File: config.mk
export PLATFORM = sky130hd
export DESIGN_NAME = lcg_random_draw_unit_top
export DESIGN_NICKNAME = d
export VERILOG_FILES = /design/src/rtl/lrdu_pkg.sv /design/src/rtl/lcg_random_draw_unit_top.sv /design/src/rtl/lrdu_dpath.sv /design/src/rtl/lrdu_ctrl.sv
export VERILOG_INCLUDE_DIRS = /design/src /design/src/rtl
export SDC_FILE = /design/constraint.sdc
export NUM_CORES = 2
export LEC_CHECK = 0
export BUFFER_PORTS_ARGS = -buffer_cell sky130_fd_sc_hd__buf_4
export CAP_MARGIN = 20
export CORE_ASPECT_RATIO = 2
export CORE_MARGIN = 3
export CORE_UTILIZATION = 47
export CTS_BUF_LIST = sky130_fd_sc_hd__clkbuf_16
export DETAILED_ROUTE_END_ITERATION = 8
export HOLD_SLACK_MARGIN = 0.03
export PLACE_DENSITY = 0.66
export SYNTH_ARGS = -nofsm -noshare
export SYNTH_HDL_FRONTEND = slang
export SYNTH_SLANG_ARGS = --single-unit
File: constraint.sdc
create_clock -name clk -period 16.5 [get_ports clk]
set_input_delay 3.3 -clock clk [delete_from_list [all_inputs] [get_ports clk]]
set_output_delay 3.3 -clock clk [all_outputs]
set_load 0.05 [all_outputs]
File: src/rtl/lcg_random_draw_unit_top_assert.svh
// assertion macros for the lcg random draw unit
// used by the controller; clock clk and reset arst_n are taken from the module that expands them
`ifndef LCG_RANDOM_DRAW_UNIT_TOP_ASSERT_SVH
`define LCG_RANDOM_DRAW_UNIT_TOP_ASSERT_SVH
`ifndef ASSERT_OFF
`define LRDU_ASSERT_IMPL(lbl, ante, cons, msg) \
	lbl: assert property (@(posedge clk) disable iff (!arst_n) (ante) |-> (cons)) \
		else $error(msg);
`define LRDU_ASSERT_NEXT(lbl, ante, cons, msg) \
	lbl: assert property (@(posedge clk) disable iff (!arst_n) (ante) |=> (cons)) \
		else $error(msg);
`else
`define LRDU_ASSERT_IMPL(lbl, ante, cons, msg)
`define LRDU_ASSERT_NEXT(lbl, ante, cons, msg)
`endif
`endif

File: src/rtl/lrdu_pkg.sv
// shared types and constants for the lcg random draw unit
// no dependencies
`timescale 1ns / 1ps
package lrdu_pkg;

	localparam logic [31:0] LCG_MUL = 32'd1103515245;
	localparam logic [31:0] LCG_INC = 32'd12345;
	localparam logic [31:0] WORD_RESET = 32'd1;

	typedef enum logic [2:0] {
		CMD_SEED  = 3'd0,
		CMD_RAW   = 3'd1,
		CMD_BOOL  = 3'd2,
		CMD_RANGE = 3'd3,
		CMD_RECT  = 3'd4,
		CMD_SIZE  = 3'd5
	} cmd_code_t;

	typedef enum logic [2:0] {
		ST_IDLE,
		ST_STEP1,
		ST_MUL1,
		ST_ACC1,
		ST_ACC2,
		ST_OUT
	} state_t;

	// controller to datapath commands
	typedef struct packed {
		logic load;         // capture operands of an accepted word
		logic load_size;    // operands follow the point in size rules
		logic seed;         // generator takes the seed value
		logic step;         // advance the generator once
		logic mul;          // span times draw into the product register
		logic mul_sel_y;    // use the y span
		logic set_draw;     // first value from the draw itself
		logic draw_bool;    // boolean form of the draw
		logic acc_first;    // first value from the product
		logic acc_second;   // second value from the product
		logic clear_second; // second value is zero
		logic load_out;     // move results into the output register
	} ctl_cmd_t;

endpackage

File: src/rtl/lcg_random_draw_unit_top.sv
// top level of the lcg random draw unit
// depends on lrdu_pkg, lrdu_ctrl and lrdu_dpath
`timescale 1ns / 1ps
// Random draw unit on the 32-bit linear congruential generator
// word = word * 1103515245 + 12345; each draw is bits 16 to 30 of the new word.
// The command travels in s_tuser. Items are worked one at a time. A seed leaves
// the block idle and ready for the next word. A raw or boolean draw steps the
// generator and loads the result register from the draw. A ranged integer
// also multiplies the span by the draw before the result register is loaded. A
// point does this for x and then for y after a second generator step. The work
// is the generator multiply followed by the shared span multiplier for each
// coordinate, and it is held only while a finished result waits for the output
// register to be free. The result sits in an output register, so the next word
// is accepted while it waits. Codes 6 and 7 are taken and dropped. The
// generator word resets to one.
module lcg_random_draw_unit_top (
	input  logic         clk,
	input  logic         arst_n,
	input  logic         s_tvalid,
	output logic         s_tready,
	input  logic [159:0] s_tdata,  // seed_value, x_low, x_high, y_low, y_high
	input  logic [2:0]   s_tuser,  // command
	output logic         m_tvalid,
	input  logic         m_tready,
	output logic [71:0]  m_tdata   // first_value, second_value, zero pad
);
	import lrdu_pkg::*;

	ctl_cmd_t           ctl;
	logic signed [32:0] first_value;
	logic signed [32:0] second_value;

	// sequencing
	lrdu_ctrl u_ctrl (
		.clk       (clk),
		.arst_n    (arst_n),
		.in_valid  (s_tvalid),
		.in_ready  (s_tready),
		.command   (s_tuser),
		.out_valid (m_tvalid),
		.out_ready (m_tready),
		.ctl       (ctl)
	);

	// arithmetic
	lrdu_dpath u_dpath (
		.clk          (clk),
		.arst_n       (arst_n),
		.ctl          (ctl),
		.seed_value   (s_tdata[31:0]),
		.x_low        (s_tdata[63:32]),
		.x_high       (s_tdata[95:64]),
		.y_low        (s_tdata[127:96]),
		.y_high       (s_tdata[159:128]),
		.first_value  (first_value),
		.second_value (second_value)
	);

	assign m_tdata = {6'd0, second_value, first_value};

endmodule

File: src/rtl/lrdu_dpath.sv
// datapath of the lcg random draw unit: generator word, span multiplier, result registers
// depends on lrdu_pkg
`timescale 1ns / 1ps
module lrdu_dpath (
	input  logic                clk,
	input  logic                arst_n,
	input  lrdu_pkg::ctl_cmd_t  ctl,
	input  logic [31:0]         seed_value,
	input  logic signed [31:0]  x_low,
	input  logic signed [31:0]  x_high,
	input  logic signed [31:0]  y_low,
	input  logic signed [31:0]  y_high,
	output logic signed [32:0]  first_value,
	output logic signed [32:0]  second_value
);
	import lrdu_pkg::*;

	logic [31:0]        word_q;
	logic signed [31:0] lo_x_q;
	logic signed [31:0] lo_y_q;
	logic signed [33:0] span_x_q;
	logic signed [33:0] span_y_q;
	logic signed [49:0] prod_q;
	logic signed [32:0] first_q;
	logic signed [32:0] second_q;
	logic signed [32:0] out_first_q;
	logic signed [32:0] out_second_q;

	logic [14:0]        draw;
	logic signed [33:0] span_x_d;
	logic signed [33:0] span_y_d;
	logic signed [33:0] mul_span;
	logic signed [49:0] prod_d;
	logic signed [49:0] biased;
	logic signed [34:0] quot;
	logic signed [35:0] sum_d;
	logic signed [31:0] acc_lo;

	// draw is bits 16 to 30 of the generator word
	assign draw = word_q[30:16];

	// span = max - min + 1 without wrap; for a size it is the size itself
	always_comb begin
		if (ctl.load_size) begin
			span_x_d = {{2{x_high[31]}}, x_high};
			span_y_d = {{2{y_high[31]}}, y_high};
		end else begin
			span_x_d = {{2{x_high[31]}}, x_high} - {{2{x_low[31]}}, x_low} + 34'sd1;
			span_y_d = {{2{y_high[31]}}, y_high} - {{2{y_low[31]}}, y_low} + 34'sd1;
		end
	end

	// shared span multiplier
	assign mul_span = ctl.mul_sel_y ? span_y_q : span_x_q;
	assign prod_d   = mul_span * $signed({1'b0, draw});

	// shift right by 15 with truncation toward zero, then add the minimum
	assign biased = prod_q + (prod_q[49] ? 50'sd32767 : 50'sd0);
	assign quot   = 35'(biased >>> 15);
	assign acc_lo = ctl.acc_second ? lo_y_q : lo_x_q;
	assign sum_d  = {{4{acc_lo[31]}}, acc_lo} + {quot[34], quot};

	// generator word
	always_ff @(posedge clk or negedge arst_n) begin
		if (!arst_n) begin
			word_q <= WORD_RESET;
		end else if (ctl.seed) begin
			word_q <= seed_value;
		end else if (ctl.step) begin
			word_q <= word_q * LCG_MUL + LCG_INC;
		end
	end

	// operand capture, product and results
	always_ff @(posedge clk) begin
		if (ctl.load) begin
			lo_x_q   <= ctl.load_size ? 32'sd0 : x_low;
			lo_y_q   <= ctl.load_size ? 32'sd0 : y_low;
			span_x_q <= span_x_d;
			span_y_q <= span_y_d;
		end
		if (ctl.mul) begin
			prod_q <= prod_d;
		end
		if (ctl.set_draw) begin
			first_q <= ctl.draw_bool ? {32'd0, ~word_q[30]} : {18'd0, draw};
		end else if (ctl.acc_first) begin
			first_q <= sum_d[32:0];
		end
		if (ctl.clear_second) begin
			second_q <= 33'sd0;
		end else if (ctl.acc_second) begin
			second_q <= sum_d[32:0];
		end
		if (ctl.load_out) begin
			out_first_q  <= first_q;
			out_second_q <= second_q;
		end
	end

	assign first_value  = out_first_q;
	assign second_value = out_second_q;

endmodule

File: src/rtl/lrdu_ctrl.sv
// controller of the lcg random draw unit: sequencing and stream handshakes
// depends on lrdu_pkg and lcg_random_draw_unit_top_assert.svh
`timescale 1ns / 1ps
`include "lcg_random_draw_unit_top_assert.svh"
module lrdu_ctrl (
	input  logic                clk,
	input  logic                arst_n,
	input  logic                in_valid,
	output logic                in_ready,
	input  logic [2:0]          command,
	output logic                out_valid,
	input  logic                out_ready,
	output lrdu_pkg::ctl_cmd_t  ctl
);
	import lrdu_pkg::*;

	state_t    state_q;
	state_t    state_d;
	cmd_code_t cmd_q;
	logic      out_valid_q;
	logic      is_point;

	assign is_point  = (cmd_q == CMD_RECT) || (cmd_q == CMD_SIZE);
	assign in_ready  = (state_q == ST_IDLE);
	assign out_valid = out_valid_q;

	// state and output valid registers
	always_ff @(posedge clk or negedge arst_n) begin
		if (!arst_n) begin
			state_q     <= ST_IDLE;
			cmd_q       <= CMD_SEED;
			out_valid_q <= 1'b0;
		end else begin
			state_q <= state_d;
			if (in_valid && in_ready) begin
				cmd_q <= cmd_code_t'(command);
			end
			if (ctl.load_out) begin
				out_valid_q <= 1'b1;
			end else if (out_ready) begin
				out_valid_q <= 1'b0;
			end
		end
	end

	// next state and datapath commands
	always_comb begin
		state_d = state_q;
		ctl     = '0;
		case (state_q)
			ST_IDLE: begin
				if (in_valid) begin
					ctl.load      = 1'b1;
					ctl.load_size = (command == CMD_SIZE);
					case (command) inside
						CMD_SEED: ctl.seed = 1'b1;
						CMD_RAW, CMD_BOOL, CMD_RANGE, CMD_RECT, CMD_SIZE: state_d = ST_STEP1;
						default: state_d = ST_IDLE;
					endcase
				end
			end
			ST_STEP1: begin
				ctl.step = 1'b1;
				state_d  = ST_MUL1;
			end
			ST_MUL1: begin
				ctl.mul = 1'b1;
				if (cmd_q == CMD_RAW || cmd_q == CMD_BOOL) begin
					ctl.set_draw     = 1'b1;
					ctl.draw_bool    = (cmd_q == CMD_BOOL);
					ctl.clear_second = 1'b1;
					state_d          = ST_OUT;
				end else begin
					// second draw for the y coordinate of a point
					ctl.step = is_point;
					state_d  = ST_ACC1;
				end
			end
			ST_ACC1: begin
				ctl.acc_first = 1'b1;
				if (is_point) begin
					ctl.mul       = 1'b1;
					ctl.mul_sel_y = 1'b1;
					state_d       = ST_ACC2;
				end else begin
					ctl.clear_second = 1'b1;
					state_d          = ST_OUT;
				end
			end
			ST_ACC2: begin
				ctl.acc_second = 1'b1;
				state_d        = ST_OUT;
			end
			ST_OUT: begin
				// wait until the output register is free
				if (!out_valid_q || out_ready) begin
					ctl.load_out = 1'b1;
					state_d      = ST_IDLE;
				end
			end
			default: state_d = ST_IDLE;
		endcase
	end

	`LRDU_ASSERT_NEXT(a_step_then_mul, state_q == ST_STEP1, state_q == ST_MUL1, "step not followed by multiply")
	`LRDU_ASSERT_IMPL(a_out_from_out_state, $rose(out_valid_q), $past(state_q) == ST_OUT, "result shown outside output state")
	`LRDU_ASSERT_NEXT(a_seed_no_work, in_valid && in_ready && command == CMD_SEED, state_q == ST_IDLE && !$rose(out_valid_q), "seed started work")

endmodule
==> run_results.csv <==
group,metric,value,unit
grt,grt_start_max_net_pins,98,
yosys,ys_warn_count,0,
yosys,ys_ff_latch,351,
yosys,yosys.area.top_type,"fa_1",
critical_path,endpoint,"u_dpath.prod_q[49]",
detailed_routing,antenna_left,0,
worst_hold_path,hold_path_class,"register to register",
die,start_util,47.6,%
sta,slew_headroom,25.1,%
cells_and_area,final_cells,6555,
grt,gr-usage-all-layers,30.2,%
yosys,synthFlopType,"edfxtp_1",
critical_path,cp-end-kind,"register",
critical_path,r2r-start,"u_ctrl.state_q[0]",
cells_and_area,syn_to_final_growth,8.88,%
clock_tree,worstSkewPairLatency,600,ps
clock_tree,ctsHoldBuffers,0,
clock_tree,cts_setup_buffers,0,
detailed_routing,drc,0,
place,dp_hpwl,129000,um
sta,fmax,105,MHz
die,die_h,454,um
clock_tree,cts.clk_slew.worst_paths,70,ps
yosys,yosysMostFrequentCell,"inv_1",
sta,whs,414,ps
place,post-place-cells,6486,
critical_path,r2r-end,"u_dpath.prod_q[49]",
sta,slew_viol_final,0,
sta,setup_ws,6990,ps
sta,rsz0062_at_grt,"false",
sta,clock_skew,23.9,ps
yosys,ys_seq_area_share,21.3,%
clock_tree,htree_levels,2,
clock_tree,cts-root-buf,"clkbuf_16",
yosys,synth.distinct_cells,93,
critical_path,cpPeakStageDelay,980,ps
detailed_routing,drt_first_pass_iters,8,
detailed_routing,vias,36500,
sta,tns,0,ps
sta,setup_viol,0,
yosys,netlist_area,47100,sq um
outcome,status,"completed",
run,max_cap_violations,0,
detailed_routing,routed_wl,156000,um
cells_and_area,nets,6456,
cells_and_area,drive_above_1_share,7.95,%
place,place_congestion,1.04,
clock_tree,cts_tree,"built",
critical_path,critPathArrivalTime,9840,ps
critical_path,cp_slowest_cell,"mux2i_1",
die,row_count,163,
sta,finalCritPeriodShare,57.7,%
die,die_x,230,um
yosys,avgSynthCellArea,9.29,sq um
detailed_routing,vias_per_cell,5.57,
critical_path,crit_required,16820,ps
yosys,async_flop_share,10.8,%
sta,hold_viol,0,
critical_path,cp-start-kind,"register",
sta,max_slew.worst_pin.slew,1090,ps
clock_tree,clockBufferDepth,3,
critical_path,crit_type,"register to register",
critical_path,startpoint,"u_ctrl.state_q[0]",
yosys,synth_common_cells,"inv_1 (956), nand2_1 (674), fa_1 (666)",
place,place_ws,7190,ps
sta,period_needed,9510,ps
detailed_routing,drt_iter0_drc,1910,
critical_path,r2r_cells,26,
die,io_pins,241,
clock_tree,cts_resized,0,
place,io_buffers,233,
grt,grt_pass1_vias,40300,
die,die-area,104000,sq um
grt,antenna_found_initial,4,
die,core_area,98900,sq um
critical_path,crit_fanout,41,
critical_path,crit_path_frequent_cell,"fa_1",
yosys,synth-edff-count,280,
detailed_routing,wire_per_inst,23.7,um
grt,grt_overflow,0,
grt,grt_pass1_wl,233000,um
yosys,netlist_instances,5065,
clock_tree,numCtsBuffers,35,
yosys,yosys.area.top_type_share,28.3,%
clock_tree,clock-sinks,351,
critical_path,r2r_setup_slack,6990,ps
yosys,synth_area_leaders,"fa_1 (28%), edfxtp_1 (18%), ha_1 (11%), inv_1 (7.6%), nand2_1 (5.4%)",
==> area by class of cell <==
type                       count  area (sq um)
inverter                     957          3590
multi-input combinational   3584         32800
clock inverter                29           219
tap                         1320          1650
antenna                        5          12.5
sequential                   351         10000
clock buffer                  35           876
fill                        9269         47700
timing repair buffer         274          2060
==> kinds of logic after synthesis <==
logic type	count (synthesis)	share of synthesized area, %
multiplexers	55	1.28
XOR/XNOR	261	4.89
buffers and inverters	1135	9.13
AO/OA/AOI/OAI	708	9.65
other	1	0.00797
adder cells (fa/ha/maj)	1086	39.5
flip-flops	351	21.3
AND/OR/NAND/NOR	1468	14.3
==> metal layers <==
layer	global-route usage [%]	part of all wire, %
met3	3.36	3.9
met2	56.5	53
met5	0	0.012
met4	32.2	13
met1	26.6	30
==> how the worst min path moves through the flow <==
stage / from / end / slack, ps / cells past startpoint
finish: u_dpath.first_q[26] / u_dpath.first_value[26] / 410 / 0
global placement: u_dpath.first_q[32] / u_dpath.first_value[32] / 400 / 0
global route: u_dpath.first_q[3] / u_dpath.first_value[3] / 430 / 0
detailed placement: u_dpath.first_q[0] / u_dpath.first_value[0] / 400 / 0
CTS: u_dpath.first_q[26] / u_dpath.first_value[26] / 420 / 0
floorplan: u_dpath.first_q[0] / u_dpath.first_value[0] / 400 / 0
==> registers in the layout, summed over array words and instances, names as in the netlist <==
register	flops
u_dpath.lo_y_q	32
u_dpath.second_value	33
u_dpath.first_q	33
u_dpath.first_value	33
u_dpath.span_y_q	34
u_ctrl.state_q	3
u_dpath.lo_x_q	32
u_ctrl.cmd_q	3
u_dpath.word_q	31
u_ctrl.out_valid	1
u_dpath.span_x_q	34
u_dpath.prod_q	49
u_dpath.second_q	33
==> cell usage in the layout (no fill, tap or decap), types with 27 or more instances in the layout <==
cell / n
nand2b_1: 36
nand3_1: 62
edfxtp_1: 280
nor3_1: 41
buf_4: 274
a211oi_1: 27
and2_1: 156
fa_1: 666
dfrtp_1: 34
mux2_2: 37
clkbuf_16: 35
inv_1: 959
nor2b_1: 30
o21a_1: 31
xnor2_1: 167
a21o_1: 77
nand4_1: 34
a21oi_1: 202
dfxtp_1: 33
nand2_1: 674
xor2_1: 93
nor2_1: 312
ha_1: 420
o21ai_0: 165
==> per-stage QoR <==
stage	util (%)	instance area (sq um)
after floorplan	-	47100
after global placement	50.7	50100
after detailed placement	50.7	50100
after CTS	51.8	51200
after global routing	51.8	51200
final	51.8	51200
==> worst max-delay path, delay by kind of cell, from the launching register on <==
kind,cells,cell delay [ps]
buffers and inverters,5,760
adders and majority gates,7,3390
DFF,1,690
xor gates and xnor gates,1,150
muxes,1,980
and+or+nand+nor,3,670
AOI/OAI and AO/OA,9,2480
Power is not shown: default switching activity piles up to over one toggle a cycle in this logic, so the estimate is an artifact.
